**config.mk**
```make
export PLATFORM = sky130hd
export DESIGN_NAME = itch_message_field_decoder_top
export DESIGN_NICKNAME = d
export VERILOG_FILES = /design/src/design/itch_mfd_pkg.sv /design/src/design/itch_mfd_capture.sv /design/src/design/itch_mfd_decode.sv /design/src/design/itch_message_field_decoder_top.sv
export SDC_FILE = /design/constraint.sdc
export NUM_CORES = 1
export LEC_CHECK = 0
export BUFFER_PORTS_ARGS = -buffer_cell sky130_fd_sc_hd__buf_2
export CORE_UTILIZATION = 46
export CTS_CLUSTER_SIZE = 28
export DETAILED_ROUTE_END_ITERATION = 6
export GPL_TIMING_DRIVEN = 1
export MAX_ROUTING_LAYER = met4
export PLACE_DENSITY = 0.71
export SYNTH_ARGS = -nofsm -noshare
export SYNTH_HDL_FRONTEND = slang
export SYNTH_SLANG_ARGS = --single-unit
export TNS_END_PERCENT = 50
```
**constraint.sdc**
```tcl
create_clock -name clk -period 98.5 [get_ports clk]
set_input_delay 14.775 -clock clk [delete_from_list [all_inputs] [get_ports clk]]
set_output_delay 14.775 -clock clk [all_outputs]
set_load 0.05 [all_outputs]
```
**src/design/itch_mfd_pkg.sv**
```systemverilog
// ----------------------------------------------------------------------------
// itch_mfd_pkg
// Shared types and constants of the ITCH 5.0 message field decoder.
// ----------------------------------------------------------------------------
`default_nettype none

package itch_mfd_pkg;

    localparam int BufDepth = 44;
    localparam int CountW   = 6;

    localparam logic [CountW-1:0] CountMax = 6'h3F;

    // Byte 0 of the buffer sits at the most significant end, so an
    // ascending slice reads a big-endian field directly.
    typedef logic [0:BufDepth-1][7:0] msg_buf_t;

    localparam logic [1:0] STATUS_OK      = 2'd0;
    localparam logic [1:0] STATUS_UNKNOWN = 2'd1;
    localparam logic [1:0] STATUS_SHORT   = 2'd2;

    localparam logic [7:0] TYPE_S = 8'h53;
    localparam logic [7:0] TYPE_R = 8'h52;
    localparam logic [7:0] TYPE_A = 8'h41;
    localparam logic [7:0] TYPE_F = 8'h46;
    localparam logic [7:0] TYPE_E = 8'h45;
    localparam logic [7:0] TYPE_C = 8'h43;
    localparam logic [7:0] TYPE_X = 8'h58;
    localparam logic [7:0] TYPE_D = 8'h44;
    localparam logic [7:0] TYPE_U = 8'h55;
    localparam logic [7:0] TYPE_P = 8'h50;

    typedef struct packed {
        logic              valid;
        logic [CountW-1:0] len;
    } pend_t;

    typedef struct packed {
        logic [1:0]  status;
        logic [7:0]  message_type;
        logic [15:0] locate_id;
        logic [15:0] track_id;
        logic [47:0] timestamp;
        logic [63:0] reference_a;
        logic [63:0] reference_b;
        logic [31:0] quantity;
        logic [31:0] price_word;
        logic [63:0] symbol;
        logic [63:0] chars_low;
        logic [31:0] chars_high;
    } record_t;

endpackage

`default_nettype wire

```
**src/design/itch_mfd_capture.sv**
```systemverilog
// ----------------------------------------------------------------------------
// itch_mfd_capture
// Stores the leading message bytes, counts bytes and holds a finished
// message until the decode stage can take it.
// ----------------------------------------------------------------------------
`default_nettype none

module itch_mfd_capture (
    input  wire logic                  clk,
    input  wire logic                  rst_n,
    input  wire logic                  in_valid,
    output logic                       in_stall,
    input  wire logic [7:0]            data_byte,
    input  wire logic                  last_byte,
    input  wire logic                  advance,
    output itch_mfd_pkg::pend_t        pend,
    output itch_mfd_pkg::msg_buf_t     buf_data
);

    logic [itch_mfd_pkg::CountW-1:0] count_reg;
    logic [itch_mfd_pkg::CountW-1:0] count_next;
    logic [itch_mfd_pkg::CountW-1:0] count_inc;
    logic                            pend_reg;
    logic                            pend_next;
    logic [itch_mfd_pkg::CountW-1:0] len_reg;
    logic [itch_mfd_pkg::CountW-1:0] len_next;
    itch_mfd_pkg::msg_buf_t          buf_reg;
    itch_mfd_pkg::msg_buf_t          buf_next;
    logic                            accept;

    // Hold new bytes while a finished message still waits for decode.
    assign in_stall = pend_reg && !advance;
    assign accept   = in_valid && !in_stall;

    assign count_inc = (count_reg == itch_mfd_pkg::CountMax) ?
                       count_reg : count_reg + 6'd1;

    always_comb
    begin
        count_next = count_reg;
        len_next   = len_reg;
        buf_next   = buf_reg;
        pend_next  = pend_reg && !advance;
        if (accept)
        begin
            if (count_reg < 6'(itch_mfd_pkg::BufDepth))
            begin
                buf_next[count_reg] = data_byte;
            end
            if (last_byte)
            begin
                count_next = '0;
                len_next   = count_inc;
                pend_next  = 1'b1;
            end
            else
            begin
                count_next = count_inc;
            end
        end
    end

    always_ff @(posedge clk or negedge rst_n)
    begin
        if (!rst_n)
        begin
            count_reg <= '0;
            pend_reg  <= 1'b0;
        end
        else
        begin
            count_reg <= count_next;
            pend_reg  <= pend_next;
        end
    end

    always_ff @(posedge clk)
    begin
        len_reg <= len_next;
        buf_reg <= buf_next;
    end

    assign pend.valid = pend_reg;
    assign pend.len   = len_reg;
    assign buf_data   = buf_reg;

endmodule

`default_nettype wire

```
**src/design/itch_mfd_decode.sv**
```systemverilog
// ----------------------------------------------------------------------------
// itch_mfd_decode
// Maps the buffered bytes of one message onto the shared record slots.
// ----------------------------------------------------------------------------
`default_nettype none

module itch_mfd_decode (
    input  wire itch_mfd_pkg::msg_buf_t          buf_data,
    input  wire logic [itch_mfd_pkg::CountW-1:0] len,
    output itch_mfd_pkg::record_t                rec
);

    logic [7:0]                      msg_type;
    logic [itch_mfd_pkg::CountW-1:0] need;

    assign msg_type = buf_data[0];

    always_comb
    begin
        unique case (msg_type)
            itch_mfd_pkg::TYPE_S: need = 6'd12;
            itch_mfd_pkg::TYPE_R: need = 6'd39;
            itch_mfd_pkg::TYPE_A: need = 6'd36;
            itch_mfd_pkg::TYPE_F: need = 6'd40;
            itch_mfd_pkg::TYPE_E: need = 6'd31;
            itch_mfd_pkg::TYPE_C: need = 6'd36;
            itch_mfd_pkg::TYPE_X: need = 6'd23;
            itch_mfd_pkg::TYPE_D: need = 6'd19;
            itch_mfd_pkg::TYPE_U: need = 6'd35;
            itch_mfd_pkg::TYPE_P: need = 6'd44;
            default:              need = 6'd0;
        endcase
    end

    always_comb
    begin
        rec = '0;
        if (need == 6'd0)
        begin
            rec.status = itch_mfd_pkg::STATUS_UNKNOWN;
        end
        else if (len < need)
        begin
            rec.status = itch_mfd_pkg::STATUS_SHORT;
        end
        else
        begin
            rec.status       = itch_mfd_pkg::STATUS_OK;
            rec.message_type = msg_type;
            rec.locate_id    = buf_data[1:2];
            rec.track_id     = buf_data[3:4];
            rec.timestamp    = buf_data[5:10];
            unique case (msg_type)
                itch_mfd_pkg::TYPE_S:
                begin
                    rec.chars_low = {56'd0, buf_data[11]};
                end
                itch_mfd_pkg::TYPE_R:
                begin
                    rec.symbol     = buf_data[11:18];
                    rec.quantity   = buf_data[21:24];
                    rec.price_word = buf_data[34:37];
                    rec.chars_low  = {buf_data[19:20], buf_data[25:30]};
                    rec.chars_high = {buf_data[31:33], buf_data[38]};
                end
                itch_mfd_pkg::TYPE_A, itch_mfd_pkg::TYPE_F, itch_mfd_pkg::TYPE_P:
                begin
                    rec.reference_a = buf_data[11:18];
                    rec.chars_low   = {56'd0, buf_data[19]};
                    rec.quantity    = buf_data[20:23];
                    rec.symbol      = buf_data[24:31];
                    rec.price_word  = buf_data[32:35];
                    if (msg_type == itch_mfd_pkg::TYPE_F)
                    begin
                        rec.chars_high = buf_data[36:39];
                    end
                    if (msg_type == itch_mfd_pkg::TYPE_P)
                    begin
                        rec.reference_b = buf_data[36:43];
                    end
                end
                itch_mfd_pkg::TYPE_E, itch_mfd_pkg::TYPE_C:
                begin
                    rec.reference_a = buf_data[11:18];
                    rec.quantity    = buf_data[19:22];
                    rec.reference_b = buf_data[23:30];
                    if (msg_type == itch_mfd_pkg::TYPE_C)
                    begin
                        rec.chars_low  = {56'd0, buf_data[31]};
                        rec.price_word = buf_data[32:35];
                    end
                end
                itch_mfd_pkg::TYPE_X:
                begin
                    rec.reference_a = buf_data[11:18];
                    rec.quantity    = buf_data[19:22];
                end
                itch_mfd_pkg::TYPE_D:
                begin
                    rec.reference_a = buf_data[11:18];
                end
                itch_mfd_pkg::TYPE_U:
                begin
                    rec.reference_a = buf_data[11:18];
                    rec.reference_b = buf_data[19:26];
                    rec.quantity    = buf_data[27:30];
                    rec.price_word  = buf_data[31:34];
                end
                default:
                begin
                    rec.message_type = msg_type;
                end
            endcase
        end
    end

endmodule

`default_nettype wire

```
**src/design/itch_message_field_decoder_top.sv**
```systemverilog
// ----------------------------------------------------------------------------
// itch_message_field_decoder_top
// ITCH 5.0 message decoder: byte stream in, one decoded record per message.
// ----------------------------------------------------------------------------
// Input channel: one message byte per transfer (data_byte), with last_byte
// set on the final byte of a message. Output channel: one record per
// message, carrying status and the decoded fields as separate ports.
// A transfer happens on a rising edge with valid high and stall low.
// Throughput: one byte per cycle, sustained, including back-to-back
// messages, as long as in_stall stays low. A record appears on out_valid
// once the finished message has been registered in the capture stage and
// a single combinational decode pass over the 44-byte capture buffer has
// loaded the output register; out_stall can hold it in the capture stage.
// Stalls: while out_stall holds a record, one more finished message is
// held in the capture stage; only then does in_stall rise, and it drops
// as soon as the output register frees up.
// Reset: clears the byte count and both valid flags; buffer contents are
// not cleared and are only read after being written by the current message.
// ----------------------------------------------------------------------------
`default_nettype none

module itch_message_field_decoder_top (
    input  wire logic        clk,
    input  wire logic        rst_n,
    input  wire logic        in_valid,
    output logic             in_stall,
    input  wire logic [7:0]  data_byte,
    input  wire logic        last_byte,
    output logic             out_valid,
    input  wire logic        out_stall,
    output logic [1:0]       status,
    output logic [7:0]       message_type,
    output logic [15:0]      locate_id,
    output logic [15:0]      track_id,
    output logic [47:0]      timestamp,
    output logic [63:0]      reference_a,
    output logic [63:0]      reference_b,
    output logic [31:0]      quantity,
    output logic [31:0]      price_word,
    output logic [63:0]      symbol,
    output logic [63:0]      chars_low,
    output logic [31:0]      chars_high
);

    itch_mfd_pkg::pend_t    pend;
    itch_mfd_pkg::msg_buf_t buf_data;
    itch_mfd_pkg::record_t  rec;
    itch_mfd_pkg::record_t  rec_reg;
    logic                   out_valid_reg;
    logic                   out_valid_next;
    logic                   advance;

    assign advance = !out_valid_reg || !out_stall;

    itch_mfd_capture u_capture (
        .clk       (clk),
        .rst_n     (rst_n),
        .in_valid  (in_valid),
        .in_stall  (in_stall),
        .data_byte (data_byte),
        .last_byte (last_byte),
        .advance   (advance),
        .pend      (pend),
        .buf_data  (buf_data)
    );

    itch_mfd_decode u_decode (
        .buf_data (buf_data),
        .len      (pend.len),
        .rec      (rec)
    );

    assign out_valid_next = advance ? pend.valid : out_valid_reg;

    always_ff @(posedge clk or negedge rst_n)
    begin
        if (!rst_n)
        begin
            out_valid_reg <= 1'b0;
        end
        else
        begin
            out_valid_reg <= out_valid_next;
        end
    end

    // Load a new record only when the previous one has left.
    always_ff @(posedge clk)
    begin
        if (advance && pend.valid)
        begin
            rec_reg <= rec;
        end
    end

    assign out_valid    = out_valid_reg;
    assign status       = rec_reg.status;
    assign message_type = rec_reg.message_type;
    assign locate_id    = rec_reg.locate_id;
    assign track_id     = rec_reg.track_id;
    assign timestamp    = rec_reg.timestamp;
    assign reference_a  = rec_reg.reference_a;
    assign reference_b  = rec_reg.reference_b;
    assign quantity     = rec_reg.quantity;
    assign price_word   = rec_reg.price_word;
    assign symbol       = rec_reg.symbol;
    assign chars_low    = rec_reg.chars_low;
    assign chars_high   = rec_reg.chars_high;

endmodule

`default_nettype wire

```
==> summary.md <==
| Metric | Value |
|---|---|
| Hold_sp | u_capture.pend_reg$_DFF_PN0_ |
| Main combinational cell family by area after synthesis | compound AO/OA/AOI/OAI gates |
| Post-Route WL | 100100 um |
| R2R Path End | timestamp[6]$_SDFFCE_PP0P_ |
| R2R setup slack | 93.42 ns |
| Syn Std Cell Area | roughly 32000 um2 |
| Switching Share | 26.05% |
| Reg2reg path depth | 11 |
| Post-DP HPWL | 64680 um |
| RSZ-0062 raised after global routing | no |
| Compound-Gate Fraction of Synth Area | 11.51% |
| Ys flop type | edfxtp_1 |
| Syn Inst Count | 2058 |
| Fillcell total | around 5300 |
| CP endpoint kind | primary output |
| Worst Skew | 0.04102 ns |
| Fmax | 0.03309 GHz |
| Power Internal | 598.9 uW |
| Area grow syn2layout | 18.69% |
| Setup bufs post-CTS | 0 |
| Switch Pwr | around 210 uW |
| Slew @ Worst Pin | around 1.2 ns |
| Initial Utilization | 46.78% |
| VDD IR-drop max | 0.00001384 V |
| 1st-pass router iterations | 7 |
| Top cells by area, synth | edfxtp_1 (76%), a22oi_1 (6.8%), nor2_1 (3.9%), a22o_1 (2.8%), and2_1 (2.7%) |
| Max reg flops | 352 |
| Synth Area in XOR/XNOR | 0.1938% |
| Syn Area/Cell | approximately 15 um2 |
| Chip width | 264.3 um |
| Die height | 264.3 um |
| Post-synthesis sequential area ratio | between 70 and 80% |
| Worst slack at placement | 68.30 ns |
| Core Util, Final | 55.52% |
| Crit Path Class | in2out |
| Ys Warns | 0 |
| Share of the synthesized area in the top cell type | 75.93% |
| Post-synth cell types | 61 |
| Clock share of power | 40.4% |
| Pwr Density | 21.57 nW/um2 |
| Count leader, synth | edfxtp_1 |
| Worst r2r src | u_capture.buf_data[345]$_DFFE_PP_ |
| Adder-cell area share of the yosys netlist | less than 1% |
| Vias | 20943 |
| Synth area leader | edfxtp_1 |
| Hold-fix buffers, CTS | 0 |
| CTS H-tree lvls | 3 |
| HP Class | reg2reg |
| Max cap viols | 0 |
| Failing checks | design-rule violations |
| Initial antenna violation count | 2 |
| Seq pwr share | 49.1% |
| Proportion of synthesized area in mux cells | 0.3519% |
| Leak | 12.81 nW |
| Ys async rst share | 0.9901% |
| Setup violators final | 0 |
| CTS Root Buffer Type | clkbuf_16 |
| Hold Path Stages | 1 |
| Logic pwr share | 10.5% |
| Vias in the first global route | 20007 |
| Drt initial violations | roughly 3400 |
| Setup_tns | 0 ns |
| Clock Sinks | 808 |
| Port Buffers | 456 |
| # DRC | 25 |
| WP data required | 83.72 ns |
| Fin cells | 3422 |
| Post-DP Area | 34710 um2 |
| Share of layout cells above drive strength 1 | 25.66% |
| Post-synth EDFFs | 800 |
| Core Region | 67630 um2 |
| Crit path launch type | primary input |
| Fin crit share | 30.69% |
| Total gr overflow | 0 |
| Placed insts | 3268 |
| Final min period | 30.22 ns |
| Hold EP | out_valid$_DFFE_PN0N_ |
| Total CTS buffers | 84 |
| Yosys reg bits | 808 |
| Worst slew margin | 18.42% |
| Layout Nets | 2500 |
| Final Hold Vio Count | 0 |
| Finished layout cell area | ~38000 um2 |
| Crit path DAT | between 15 and 20 ns |
| WL/cell | approximately 30 um |
| Max Slew Vio Count | 0 |
| Drt via density | 6.120 |
| Post-CTS Resized | 0 |
| Worst skew pair latency | 0.66 ns |
| Site Rows | 95 |
| ANT nets after route | 0 |
| Die area | 69840 um2 |
| Num ports | about 460 |
| CTS tree | yes |
| Inserted Diodes | 0 |
| Worst-path clk slew | 0.06 ns |
| Global-route wire length before repair | 141500 um |
| Final WS setup | 68.28 ns |
| Placer Congestion | ~0.9 |
| Status | complete, but fails checks |
| Largest net degree at the start of global routing | 187 |
| Synth top cells by count | edfxtp_1 (800), nor2_1 (325), a22oi_1 (288), and2_1 (139), a22o_1 (101) |
| Post-synthesis simple-gate area fraction | 8.913% |
| CP Max Fanout | 4 |
| Total Routing Usage GR | ~29% |
| CTS max path bufs | 3 |
-- layer usage --
metal / global-route usage, % / up-vias / share of wire, %
li1: - / 8831 / -
met3: 5.239 / 228 / 10
met4: 11.58 / 0 / 4.1
met2: 45.16 / 1439 / 48
met5: - / - / 0
met1: 37.88 / 10445 / 38
-- placed cells by master, fill, tap and decap left out, types with 5 or more instances in the layout --
master | netlist | layout
a222oi_1 | 8 | 8
a22o_1 | 101 | 101
a22oi_1 | 288 | 288
a31oi_1 | 34 | 34
and2_1 | 139 | 139
buf_2 | 62 | 456
buf_4 | 5 | 33
bufinv_16 | 0 | 13
clkbuf_1 | 81 | 13
clkbuf_16 | 0 | 84
clkinv_1 | 1 | 13
clkinv_2 | 0 | 19
dfrtp_1 | 8 | 8
edfxtp_1 | 800 | 800
ha_1 | 6 | 6
inv_1 | 6 | 6
mux2_2 | 9 | 9
nand2_1 | 19 | 19
nand3_1 | 73 | 73
nor2_1 | 325 | 323
nor2b_1 | 5 | 5
o21ai_0 | 9 | 9
-- worst max-delay path by stage --
stage	startpoint	slack [ns]	end	depth (start not counted)
after floorplan	out_stall	50.07	chars_high[0]$_SDFFCE_PP0P_	1
after global placement	out_stall	68.31	in_stall	4
after detailed placement	out_stall	68.30	in_stall	4
after CTS	out_stall	68.30	in_stall	4
after global routing	out_stall	68.23	in_stall	4
final	out_stall	68.28	in_stall	4
-- metrics by stage --
step / hold slack, ns / power, mW
after floorplan: 0.4434 / 0.4827
after global placement: 0.4689 / 0.4881
after detailed placement: 0.5017 / 0.4892
after CTS: 0.5136 / 0.8128
after global routing: 0.5305 / 0.8292
final: 0.5093 / 0.8099
-- logic make-up after synthesis --
group | Yosys count
flip-flops | 808
AND/OR/NAND/NOR | 596
XOR/XNOR | 7
adder cells (fa/ha/maj) | 6
buffers and inverters | 162
multiplexers | 10
other | 1
AO/OA/AOI/OAI | 468
-- critical path, stage by stage --
cell,delay (ns)
buf_2,0.13
nand3_1,0.16
inv_1,0.11
buf_2,0.26
-- power by group through the flow --
stage	clock, mW	sequential [mW]	combinational (mW)
floorplan	0	0.459	0.0236
finish	0.328	0.398	0.0847
CTS	0.331	0.398	0.0847
detailed placement	0	0.405	0.0845
global placement	0	0.405	0.0836
global route	0.343	0.399	0.0877
-- layout make-up --
class | instances | area [um2] | area share, %
sequential | 808 | 24220 | 64.50
inverter | 8 | 30.03 | 0.07996
clock inverter | 57 | 690.7 | 1.839
clock buffer | 97 | 2151 | 5.727
timing repair buffer | 490 | 2550 | 6.790
tap | 873 | 1092 | 2.909
multi-input combinational | 1089 | 6817 | 18.15
(Power assumes the default switching activity.)
